## config.mk

```make
export PLATFORM = sky130hd
export DESIGN_NAME = mandelbrot_escape_time
export DESIGN_NICKNAME = d
export VERILOG_FILES = /design/src/design/mbrot_pkg.sv /design/src/design/mbrot_mul.sv /design/src/design/mbrot_core.sv /design/src/design/mandelbrot_escape_time.sv
export SDC_FILE = /design/constraint.sdc
export NUM_CORES = 2
export LEC_CHECK = 0
export BUFFER_PORTS_ARGS = -buffer_cell sky130_fd_sc_hd__buf_4
export CAP_MARGIN = 20
export CELL_PAD_IN_SITES_DETAIL_PLACEMENT = 0
export CELL_PAD_IN_SITES_GLOBAL_PLACEMENT = 1
export CORE_UTILIZATION = 51
export DETAILED_ROUTE_END_ITERATION = 16
export PLACE_DENSITY = 0.88
export REMOVE_ABC_BUFFERS = 1
export SLEW_MARGIN = 40
export SYNTH_ARGS = -nofsm -noshare
export SYNTH_HDL_FRONTEND = slang
export SYNTH_SLANG_ARGS = --single-unit
export TNS_END_PERCENT = 100
```

## constraint.sdc

```tcl
create_clock -name clk -period 12.9 [get_ports clk]
set_input_delay 0.645 -clock clk [delete_from_list [all_inputs] [get_ports clk]]
set_output_delay 0.645 -clock clk [all_outputs]
set_load 0.005 [all_outputs]
```

## src/design/mbrot_pkg.sv

```systemverilog
// Shared types and constants for the Mandelbrot escape-time block.
// Used by mbrot_mul, mbrot_core and mandelbrot_escape_time; no dependencies.
package mbrot_pkg;

  localparam int COORD_BITS       = 48;
  localparam int PIXEL_INDEX_BITS = 12;
  localparam int ITER_BITS        = 16;

  localparam int FRAC_BITS = 28;

  // A kept z has |re|, |im| below 2^37 (|z|^2 never above 100000).
  localparam int MAG_W = 37;

  // Shared multiplier: MAG_W x half-width, unsigned.
  localparam int MUL_A_W = MAG_W;
  localparam int MUL_B_W = (MAG_W + 1) / 2;
  localparam int MUL_P_W = MUL_A_W + MUL_B_W;

  // Exact square / cross product of two magnitudes.
  localparam int P_W = 2 * MAG_W;

  // Point mapping: step split into MAG_W-bit chunks, pixel index on port B.
  localparam int MAP_CHUNKS = (COORD_BITS + MAG_W - 1) / MAG_W;
  localparam int MAP_PAD_W  = MAP_CHUNKS * MAG_W;
  localparam int MAP_W      = MAP_PAD_W + MUL_P_W;
  localparam int IDX_W      = (MAP_CHUNKS > 2) ? $clog2(MAP_CHUNKS) : 1;

  localparam int MAP_OPS = 2 * MAP_CHUNKS;
  localparam int MUL_OPS = 6;
  localparam int CNT_W   = $clog2(((MAP_OPS > MUL_OPS) ? MAP_OPS : MUL_OPS) + 1);

  // Candidate z components before the range check.
  localparam int TERM_W = P_W - FRAC_BITS + 2;
  localparam int SUM_W  = ((COORD_BITS > TERM_W) ? COORD_BITS : TERM_W) + 2;

  // 100000 in the 56-fraction-bit format of |z|^2.
  localparam logic [P_W:0] ESC_LIMIT = (P_W + 1)'(100000) << (2 * FRAC_BITS);

  localparam longint X_START_RST  = -536870912;
  localparam longint X_STEP_RST   = 262144;
  localparam longint Y_START_RST  = -536870912;
  localparam longint Y_STEP_RST   = 262144;
  localparam longint MAX_ITER_RST = 256;

  localparam int CFG_IDX_W = 3;

  typedef enum logic [CFG_IDX_W-1:0] {
    CFG_X_START  = 3'd0,
    CFG_X_STEP   = 3'd1,
    CFG_Y_START  = 3'd2,
    CFG_Y_STEP   = 3'd3,
    CFG_MAX_ITER = 3'd4
  } cfg_idx_t;

  typedef struct packed {
    logic signed [COORD_BITS-1:0] x_start;
    logic signed [COORD_BITS-1:0] x_step;
    logic signed [COORD_BITS-1:0] y_start;
    logic signed [COORD_BITS-1:0] y_step;
    logic        [ITER_BITS-1:0]  max_iter;
  } cfg_t;

  typedef enum logic [2:0] {
    MK_MAP_X = 3'd0,
    MK_MAP_Y = 3'd1,
    MK_SQ_RE = 3'd2,
    MK_SQ_IM = 3'd3,
    MK_CROSS = 3'd4
  } mul_kind_t;

  // Travels with each product so the sequencer knows where it goes.
  typedef struct packed {
    logic             valid;
    mul_kind_t        kind;
    logic [IDX_W-1:0] idx;
  } mul_tag_t;

endpackage

```

## src/design/mbrot_mul.sv

```systemverilog
// Shared unsigned multiplier with a registered product and routing tag.
// Depends on mbrot_pkg.
module mbrot_mul (
  input  logic                          clk,
  input  logic                          rst_n,
  input  logic [mbrot_pkg::MUL_A_W-1:0] a,
  input  logic [mbrot_pkg::MUL_B_W-1:0] b,
  input  mbrot_pkg::mul_tag_t           tag_in,
  output logic [mbrot_pkg::MUL_P_W-1:0] prod_r,
  output mbrot_pkg::mul_tag_t           tag_r
);

  logic [mbrot_pkg::MUL_P_W-1:0] prod_nxt;

  assign prod_nxt = mbrot_pkg::MUL_P_W'(a) * mbrot_pkg::MUL_P_W'(b);

  always_ff @(posedge clk) begin
    if (!rst_n) begin
      tag_r <= '0;
    end else begin
      tag_r <= tag_in;
    end
  end

  always_ff @(posedge clk) begin
    prod_r <= prod_nxt;
  end

endmodule

```

## src/design/mbrot_core.sv

```systemverilog
// Sequencer and datapath: point mapping, z = z*z + c steps and escape test.
// Depends on mbrot_pkg and mbrot_mul.
module mbrot_core (
  input  logic                                   clk,
  input  logic                                   rst_n,
  input  mbrot_pkg::cfg_t                        cfg,
  input  logic                                   start_acc,
  input  logic [mbrot_pkg::PIXEL_INDEX_BITS-1:0] column,
  input  logic [mbrot_pkg::PIXEL_INDEX_BITS-1:0] row,
  output logic                                   busy,
  output logic                                   res_valid,
  output logic [mbrot_pkg::ITER_BITS-1:0]        res_count
);

  typedef enum logic [6:0] {
    S_IDLE  = 7'b0000001,
    S_MAP   = 7'b0000010,
    S_ADD   = 7'b0000100,
    S_CHECK = 7'b0001000,
    S_MUL   = 7'b0010000,
    S_TEST  = 7'b0100000,
    S_UPD   = 7'b1000000
  } state_t;

  state_t state_r, state_nxt;
  logic [mbrot_pkg::CNT_W-1:0] iss_cnt_r, iss_cnt_nxt;
  logic [mbrot_pkg::ITER_BITS-1:0] n_r, n_nxt;
  logic [mbrot_pkg::PIXEL_INDEX_BITS-1:0] col_r, col_nxt, row_r, row_nxt;
  logic signed [mbrot_pkg::COORD_BITS-1:0] cre_r, cre_nxt, cim_r, cim_nxt;
  logic signed [mbrot_pkg::SUM_W-1:0] dre_r, dre_nxt, t3_r, t3_nxt;
  logic signed [mbrot_pkg::SUM_W-1:0] nre_r, nre_nxt, nim_r, nim_nxt;
  logic [mbrot_pkg::MAG_W-1:0] magre_r, magre_nxt, magim_r, magim_nxt;
  logic neg_r, neg_nxt;
  logic [mbrot_pkg::P_W-1:0] p1_r, p1_nxt, p2_r, p2_nxt, p3_r, p3_nxt;
  logic res_valid_r, res_valid_nxt;
  logic [mbrot_pkg::ITER_BITS-1:0] res_count_r, res_count_nxt;

  logic [mbrot_pkg::MUL_A_W-1:0] mul_a;
  logic [mbrot_pkg::MUL_B_W-1:0] mul_b;
  mbrot_pkg::mul_tag_t mul_tag;
  logic [mbrot_pkg::MUL_P_W-1:0] prod;
  mbrot_pkg::mul_tag_t prod_tag;

  logic map_y;
  logic [mbrot_pkg::IDX_W-1:0] map_idx;
  logic [mbrot_pkg::MAP_PAD_W-1:0] step_pad;
  logic [mbrot_pkg::MAG_W-1:0] bsrc;
  logic [2*mbrot_pkg::MUL_B_W-1:0] bsrc_ext;
  logic [mbrot_pkg::MAP_W-1:0] map_wide;
  logic [mbrot_pkg::P_W-1:0] sq_add;
  logic [mbrot_pkg::P_W:0] mag_sum;
  logic signed [mbrot_pkg::P_W:0] sp3, sh3;

  function automatic logic fits(input logic signed [mbrot_pkg::SUM_W-1:0] v);
    logic [mbrot_pkg::SUM_W-mbrot_pkg::MAG_W-1:0] top;
    top = v[mbrot_pkg::SUM_W-1:mbrot_pkg::MAG_W];
    // -2^37 has the right sign bits but still escapes
    return (top == '0) || ((&top) && (v[mbrot_pkg::MAG_W-1:0] != '0));
  endfunction

  function automatic logic [mbrot_pkg::MAG_W-1:0] mag_of(
    input logic signed [mbrot_pkg::SUM_W-1:0] v);
    logic [mbrot_pkg::MAG_W-1:0] m;
    m = v[mbrot_pkg::MAG_W-1:0];
    if (v[mbrot_pkg::SUM_W-1]) begin
      m = ~m + 1'b1;
    end
    return m;
  endfunction

  mbrot_mul u_mul (
    .clk    (clk),
    .rst_n  (rst_n),
    .a      (mul_a),
    .b      (mul_b),
    .tag_in (mul_tag),
    .prod_r (prod),
    .tag_r  (prod_tag)
  );

  // Operand select for the shared multiplier
  always_comb begin
    mul_a    = '0;
    mul_b    = '0;
    mul_tag  = '0;
    map_y    = (iss_cnt_r >= mbrot_pkg::CNT_W'(mbrot_pkg::MAP_CHUNKS));
    map_idx  = map_y ?
               mbrot_pkg::IDX_W'(iss_cnt_r - mbrot_pkg::CNT_W'(mbrot_pkg::MAP_CHUNKS)) :
               mbrot_pkg::IDX_W'(iss_cnt_r);
    step_pad = mbrot_pkg::MAP_PAD_W'($unsigned(map_y ? cfg.y_step : cfg.x_step));
    bsrc     = magre_r;
    bsrc_ext = (2 * mbrot_pkg::MUL_B_W)'(bsrc);
    if (state_r == S_MAP && iss_cnt_r < mbrot_pkg::CNT_W'(mbrot_pkg::MAP_OPS)) begin
      mul_a         = mbrot_pkg::MAG_W'(step_pad >> (map_idx * mbrot_pkg::MAG_W));
      mul_b         = mbrot_pkg::MUL_B_W'(map_y ? row_r : col_r);
      mul_tag.valid = 1'b1;
      mul_tag.kind  = map_y ? mbrot_pkg::MK_MAP_Y : mbrot_pkg::MK_MAP_X;
      mul_tag.idx   = map_idx;
    end else if (state_r == S_MUL &&
                 iss_cnt_r < mbrot_pkg::CNT_W'(mbrot_pkg::MUL_OPS)) begin
      case (iss_cnt_r[mbrot_pkg::CNT_W-1:1])
        0: begin
          mul_a        = magre_r;
          bsrc         = magre_r;
          mul_tag.kind = mbrot_pkg::MK_SQ_RE;
        end
        1: begin
          mul_a        = magim_r;
          bsrc         = magim_r;
          mul_tag.kind = mbrot_pkg::MK_SQ_IM;
        end
        default: begin
          mul_a        = magre_r;
          bsrc         = magim_r;
          mul_tag.kind = mbrot_pkg::MK_CROSS;
        end
      endcase
      bsrc_ext      = (2 * mbrot_pkg::MUL_B_W)'(bsrc);
      // low half first, then high half
      mul_b         = iss_cnt_r[0] ?
                      bsrc_ext[2*mbrot_pkg::MUL_B_W-1:mbrot_pkg::MUL_B_W] :
                      bsrc_ext[mbrot_pkg::MUL_B_W-1:0];
      mul_tag.valid = 1'b1;
      mul_tag.idx   = mbrot_pkg::IDX_W'(iss_cnt_r[0]);
    end
  end

  always_comb begin
    state_nxt     = state_r;
    iss_cnt_nxt   = iss_cnt_r;
    n_nxt         = n_r;
    col_nxt       = col_r;
    row_nxt       = row_r;
    cre_nxt       = cre_r;
    cim_nxt       = cim_r;
    dre_nxt       = dre_r;
    t3_nxt        = t3_r;
    nre_nxt       = nre_r;
    nim_nxt       = nim_r;
    magre_nxt     = magre_r;
    magim_nxt     = magim_r;
    neg_nxt       = neg_r;
    p1_nxt        = p1_r;
    p2_nxt        = p2_r;
    p3_nxt        = p3_r;
    res_valid_nxt = 1'b0;
    res_count_nxt = res_count_r;

    mag_sum = {1'b0, p1_r} + {1'b0, p2_r};
    sp3     = neg_r ? -$signed({1'b0, p3_r}) : $signed({1'b0, p3_r});
    sh3     = sp3 >>> mbrot_pkg::FRAC_BITS;

    case (state_r)
      S_IDLE: begin
        if (start_acc) begin
          col_nxt     = column;
          row_nxt     = row;
          cre_nxt     = cfg.x_start;
          cim_nxt     = cfg.y_start;
          n_nxt       = '0;
          dre_nxt     = '0;
          t3_nxt      = '0;
          iss_cnt_nxt = '0;
          if (cfg.max_iter == '0) begin
            res_valid_nxt = 1'b1;
            res_count_nxt = '0;
          end else begin
            state_nxt = S_MAP;
          end
        end
      end
      S_MAP: begin
        if (iss_cnt_r != mbrot_pkg::CNT_W'(mbrot_pkg::MAP_OPS)) begin
          iss_cnt_nxt = iss_cnt_r + 1'b1;
        end else begin
          state_nxt = S_ADD;
        end
      end
      S_ADD: begin
        nre_nxt   = dre_r + mbrot_pkg::SUM_W'(cre_r);
        nim_nxt   = t3_r + mbrot_pkg::SUM_W'(cim_r);
        state_nxt = S_CHECK;
      end
      S_CHECK: begin
        if (!fits(nre_r) || !fits(nim_r)) begin
          res_valid_nxt = 1'b1;
          res_count_nxt = (n_r == '0) ? '0 : n_r - 1'b1;
          state_nxt     = S_IDLE;
        end else begin
          magre_nxt   = mag_of(nre_r);
          magim_nxt   = mag_of(nim_r);
          neg_nxt     = nre_r[mbrot_pkg::SUM_W-1] ^ nim_r[mbrot_pkg::SUM_W-1];
          iss_cnt_nxt = '0;
          state_nxt   = S_MUL;
        end
      end
      S_MUL: begin
        if (iss_cnt_r != mbrot_pkg::CNT_W'(mbrot_pkg::MUL_OPS)) begin
          iss_cnt_nxt = iss_cnt_r + 1'b1;
        end else begin
          state_nxt = S_TEST;
        end
      end
      S_TEST: begin
        if (mag_sum > mbrot_pkg::ESC_LIMIT) begin
          res_valid_nxt = 1'b1;
          res_count_nxt = (n_r == '0) ? '0 : n_r - 1'b1;
          state_nxt     = S_IDLE;
        end else if (mbrot_pkg::ITER_BITS'(n_r + 1'b1) == cfg.max_iter) begin
          res_valid_nxt = 1'b1;
          res_count_nxt = n_r;
          state_nxt     = S_IDLE;
        end else begin
          n_nxt     = n_r + 1'b1;
          state_nxt = S_UPD;
        end
      end
      S_UPD: begin
        // floor each scaled product on its own, as the squares are rounded apart
        dre_nxt   = mbrot_pkg::SUM_W'(p1_r >> mbrot_pkg::FRAC_BITS) -
                    mbrot_pkg::SUM_W'(p2_r >> mbrot_pkg::FRAC_BITS);
        t3_nxt    = {sh3[mbrot_pkg::SUM_W-2:0], 1'b0};
        state_nxt = S_ADD;
      end
      default: begin
        state_nxt = S_IDLE;
      end
    endcase

    // Retire the product leaving the multiplier
    map_wide = mbrot_pkg::MAP_W'(prod) << (prod_tag.idx * mbrot_pkg::MAG_W);
    sq_add   = prod_tag.idx[0] ? (mbrot_pkg::P_W'(prod) << mbrot_pkg::MUL_B_W) :
                                 mbrot_pkg::P_W'(prod);
    if (prod_tag.valid) begin
      case (prod_tag.kind)
        mbrot_pkg::MK_MAP_X: cre_nxt = cre_r + map_wide[mbrot_pkg::COORD_BITS-1:0];
        mbrot_pkg::MK_MAP_Y: cim_nxt = cim_r + map_wide[mbrot_pkg::COORD_BITS-1:0];
        mbrot_pkg::MK_SQ_RE: p1_nxt = prod_tag.idx[0] ? p1_r + sq_add : sq_add;
        mbrot_pkg::MK_SQ_IM: p2_nxt = prod_tag.idx[0] ? p2_r + sq_add : sq_add;
        mbrot_pkg::MK_CROSS: p3_nxt = prod_tag.idx[0] ? p3_r + sq_add : sq_add;
        default: ;
      endcase
    end
  end

  always_ff @(posedge clk) begin
    if (!rst_n) begin
      state_r     <= S_IDLE;
      iss_cnt_r   <= '0;
      res_valid_r <= 1'b0;
    end else begin
      state_r     <= state_nxt;
      iss_cnt_r   <= iss_cnt_nxt;
      res_valid_r <= res_valid_nxt;
    end
  end

  always_ff @(posedge clk) begin
    n_r         <= n_nxt;
    col_r       <= col_nxt;
    row_r       <= row_nxt;
    cre_r       <= cre_nxt;
    cim_r       <= cim_nxt;
    dre_r       <= dre_nxt;
    t3_r        <= t3_nxt;
    nre_r       <= nre_nxt;
    nim_r       <= nim_nxt;
    magre_r     <= magre_nxt;
    magim_r     <= magim_nxt;
    neg_r       <= neg_nxt;
    p1_r        <= p1_nxt;
    p2_r        <= p2_nxt;
    p3_r        <= p3_nxt;
    res_count_r <= res_count_nxt;
  end

  assign busy      = (state_r != S_IDLE);
  assign res_valid = res_valid_r;
  assign res_count = res_count_r;

endmodule

```

## src/design/mandelbrot_escape_time.sv

```systemverilog
// Top level of the Mandelbrot escape-time block: configuration registers
// and command handshake. Depends on mbrot_pkg and mbrot_core.
//
//  channel | ports                                | transfer
//  --------+--------------------------------------+---------------------------
//  input   | start, busy, in_column, in_row       | start high while busy low
//  result  | out_valid, out_escape_count          | one-cycle strobe, no stall
//  config  | cfg_valid, cfg_ready, cfg_index,     | cfg_valid and cfg_ready
//          | cfg_data                             |
//
// A pixel runs point mapping on the shared multiplier, then iteration steps of
// 6 partial products of the 37x19 multiplier, a drain of it, then test, update,
// add and range check; busy stays high throughout. The word is strobed on out_valid
// in the first cycle with busy low.
// A zero iteration limit returns its word in the cycle after the start.
// Synchronous active-low reset loads the default viewport and limit 256.
module mandelbrot_escape_time (
  input  logic                                   clk,
  input  logic                                   rst_n,
  input  logic                                   start,
  output logic                                   busy,
  input  logic [mbrot_pkg::PIXEL_INDEX_BITS-1:0] in_column,
  input  logic [mbrot_pkg::PIXEL_INDEX_BITS-1:0] in_row,
  output logic                                   out_valid,
  output logic [mbrot_pkg::ITER_BITS-1:0]        out_escape_count,
  input  logic                                   cfg_valid,
  output logic                                   cfg_ready,
  input  logic [mbrot_pkg::CFG_IDX_W-1:0]        cfg_index,
  input  logic [mbrot_pkg::COORD_BITS-1:0]       cfg_data
);

  mbrot_pkg::cfg_t cfg_r;
  logic start_acc;

  assign cfg_ready = 1'b1;
  assign start_acc = start & ~busy;

  always_ff @(posedge clk) begin
    if (!rst_n) begin
      cfg_r.x_start  <= mbrot_pkg::COORD_BITS'(mbrot_pkg::X_START_RST);
      cfg_r.x_step   <= mbrot_pkg::COORD_BITS'(mbrot_pkg::X_STEP_RST);
      cfg_r.y_start  <= mbrot_pkg::COORD_BITS'(mbrot_pkg::Y_START_RST);
      cfg_r.y_step   <= mbrot_pkg::COORD_BITS'(mbrot_pkg::Y_STEP_RST);
      cfg_r.max_iter <= mbrot_pkg::ITER_BITS'(mbrot_pkg::MAX_ITER_RST);
    end else if (cfg_valid && cfg_ready) begin
      case (cfg_index)
        mbrot_pkg::CFG_X_START:  cfg_r.x_start  <= cfg_data;
        mbrot_pkg::CFG_X_STEP:   cfg_r.x_step   <= cfg_data;
        mbrot_pkg::CFG_Y_START:  cfg_r.y_start  <= cfg_data;
        mbrot_pkg::CFG_Y_STEP:   cfg_r.y_step   <= cfg_data;
        mbrot_pkg::CFG_MAX_ITER: cfg_r.max_iter <= cfg_data[mbrot_pkg::ITER_BITS-1:0];
        default: ;  // drop writes past the register list
      endcase
    end
  end

  mbrot_core u_core (
    .clk       (clk),
    .rst_n     (rst_n),
    .cfg       (cfg_r),
    .start_acc (start_acc),
    .column    (in_column),
    .row       (in_row),
    .busy      (busy),
    .res_valid (out_valid),
    .res_count (out_escape_count)
  );

endmodule

```

==> flow_summary.ini <==
[setup_path]
crit_arrival_ns = 11.18
critPathSlowestCell = o21ai_2
path_delay_family = adder cells
path_max_fanout = 42
start_kind = register
path_common_cell = fa_1
critPathRequiredTime_ns = 13.57
worst-path-buf-inv = 4
path_class = reg -> reg
max_stage_delay_ns = 0.78
crit_path_end_kind = register

[clock_network]
clockRootBuffer = clkbuf_16
clock_latency_ns = 0.77
ctsResizeCount = 0
path_clk_slew_ns = 0.06
numCtsBuffers = 106
hold_buffers = 0
postCtsSetupRepairBufs = 0
cts_tree = yes
h-tree-depth = 3
clock_sinks = 923
cts_buffer_depth = 3

[synth]
synthDistinctLibCells = 92
synth-warning-count = 0
synth_xor_area_share_pct = 6.00
async_reset_ff_share_pct = 0
synth_top_family_by_area = adder cells
syn_area_per_cell_sq_um = 8.66
synthFlopType = edfxtp_1
muxShareOfSynthArea_pct = 2.31
yosys.area_share.simple_pct = 17.3
ys_ff_latch = 923
netlist_area_sq_um = 88900
synthAdderAreaFrac_pct = 23.0
syn_inst = 10264
synth_compound_area_share_pct = 18.3
synth_seq_area_share_pct = 26.9
synth_edf_count = 547

[floorplan]
pin_count = 98
rows = 152
die_w_um = 420
initial_core_util_pct = 51.6
core_sq_um = 172000
design.die.area_sq_um = 176000
die_h_um = 420

[global_route]
grt-ovfl-total = 0
grt.total_usage_pct = 36.3
grt_start_max_net_pins = 116
grt_pass1_wl_um = 478000
antenna_found_initial = 14
first_global_vias = 76475

[layout]
nNetsFinal = 11517
multi_input_comb_area_sq_um = 60000
fin_cells = 12571
seq_area_sq_um = 24000
fillCellCount = 15758
drive_gt1_share_pct = 5.71
syn_to_final_growth_pct = 8.16
final_util_pct = 55.8

[routing]
drtIter0Drc = 8053
antenna_left = 0
wirelength_um = 322000
post-route-drc-count = 0
drtPass1Iterations = 6
vias = 77742
drt-vias-per-instance = 6.18
wire_per_inst_um = 25.6

[sta]
fmax_ghz = 0.0952
slew_headroom_pct = 39.5
grt_setup_unrepaired = no
finalMaxSlewViolations = 0
tightest_slew_ns = 0.900
tns_ns = 0
setup_viol_count_final = 0
fin_crit_sh_pct = 81.5
fin_skew_ns = 0.0484
min_period_ns = 10.51
hold_violations = 0

[placement]
globalplace.congestion = 1.01
dp_cells = 12364
hpwl_um = 255000
portBuffers = 96

[power]
power_density_nw_per_um2 = 99.2
total_leakage_power_nw = 44.2
peakVddDrop_mv = 0.105

[min_path]
hp-class = in -> reg

[job]
maxCapViolCount = 0

[outcome]
status = complete, no violations
-- synthesized netlist by cell type, drive strengths merged, types with 22 or more instances --
library cell	instances	share of area [%]
ha	672	9.5
nand2b	94	0.66
nand3	188	1.1
or3	77	0.55
a211oi	61	0.52
nand4	104	0.74
o22ai	44	0.31
buf	35	0.15
xor2	213	2.1
clkbuf	408	1.7
edfxtp	547	18
o21bai	95	0.80
nor4	90	0.66
a21boi	197	1.7
o41ai	23	0.24
and3	64	0.45
nor2b	132	0.93
a21oi	575	3.2
nand2	1464	6.2
nor2	740	3.1
a31oi	108	0.76
o31ai	82	0.69
xnor2	396	3.9
or2	26	0.18
nor3	121	0.68
mux2i	134	1.5
mux4	29	0.73
or4	30	0.26
a21o	437	3.7
dfxtp	376	8.5
o21ai	478	2.7
o21a	100	0.84
fa	603	14
and2	154	1.1
a2111oi	22	0.22
o211ai	46	0.39
inv	987	4.2
-- cells by family after synthesis --
logic type | Yosys count
XOR/XNOR | 609
multiplexers | 168
flip-flops | 923
AND/OR/NAND/NOR | 3365
other | 1
buffers and inverters | 1435
AO/OA/AOI/OAI | 2488
adder cells (fa/ha/maj) | 1275
-- per-layer routing --
layer	share of wire (%)	track usage [%]
met3	8.2	6.03
met2	45	57.1
met5	0.0043	0
met1	40	46.0
met4	7.5	23.6
-- layout make-up --
cell class	count	area share, %
multi-input combinational	7906	62.3
clock inverter	61	0.710
sequential	923	24.9
clock buffer	141	3.21
timing repair buffer	234	1.94
inverter	992	3.88
tap	2310	3.01
antenna	4	0.0104
-- state kept, by name, indices dropped and copies added (netlist names), named ones only --
signal               flops
cfg_r                  208
u_core.cim_r            48
u_core.col_r            12
u_core.cre_r            48
u_core.dre_r            47
u_core.iss_cnt_r         3
u_core.magim_r          37
u_core.magre_r          37
u_core.n_r              16
u_core.neg_r             1
u_core.nim_r            50
u_core.nre_r            50
u_core.p1_r             73
u_core.p2_r             73
u_core.p3_r             73
u_core.res_count        16
u_core.res_valid         1
u_core.row_r            12
u_core.state_r           7
u_core.t3_r             47
u_core.u_mul.prod_r     56
u_core.u_mul.tag_r       5
-- placed cells by master, fill, tap and decap left out, drive strengths merged, types with 46 or more instances in the layout --
| cell | count |
|---|---|
| nor4 | 90 |
| clkbuf | 141 |
| buf | 234 |
| dfxtp | 376 |
| xor2 | 213 |
| nor2b | 132 |
| and2 | 154 |
| o21a | 100 |
| a211oi | 61 |
| edfxtp | 547 |
| xnor2 | 396 |
| nand2b | 94 |
| nand4 | 104 |
| a21o | 437 |
| a31oi | 108 |
| mux2i | 134 |
| and3 | 64 |
| fa | 603 |
| inv | 995 |
| o211ai | 46 |
| nor2 | 740 |
| a21boi | 197 |
| nand3 | 188 |
| or3 | 77 |
| nor3 | 121 |
| nand2 | 1464 |
| o31ai | 82 |
| ha | 672 |
| a21oi | 575 |
| o21ai | 478 |
| o21bai | 95 |
-- stage by stage --
stage	hold slack, ns	setup slack, ns	cell area [sq um]	total power [mW]
2_1_floorplan	0.436	0.525	87200	5.45
3_3_place_gp	0.451	2.68	92000	6.18
3_5_place_dp	0.454	2.71	92300	6.24
4_1_cts	0.0318	2.62	96100	9.49
5_1_grt	0.0544	2.08	96200	9.89
6_report	0.0709	2.39	96200	9.54
-- path summary, 6_finish.rpt --
check | start | slack [ns] | endpoint | cells after the start
worst max-delay path | u_core.state_r[0] | 2.39 | u_core.u_mul.prod_r[54] | 28
worst min-delay path | in_column[4] | 0.07 | u_core.col_r[4] | 1
worst max register to register | u_core.state_r[0] | 2.39 | u_core.u_mul.prod_r[54] | 28
worst min register to register | cfg_r[39] | 0.47 | cfg_r[39] | 2
-- worst reg2reg max path: cells and delay by family (launching register included) --
| kind | cells | cell delay [ns] |
|---|---|---|
| AO/OA/AOI/OAI | 8 | 3.13 |
| XOR/XNOR | 1 | 0.14 |
| AND/OR/NAND/NOR | 8 | 2.71 |
| adder cells (fa/ha/maj) | 7 | 3.47 |
| flip-flops | 1 | 0.37 |
| buffers and inverters | 4 | 0.61 |
-- where the power goes --
part	internal [mW]	switching, mW	leakage, nW
clock network	1.88	1.39	1.85
logic	0.906	1.52	34.3
registers	3.54	0.308	8.07
total	6.32	3.21	44.2
Power figures use the tool's default switching activity.
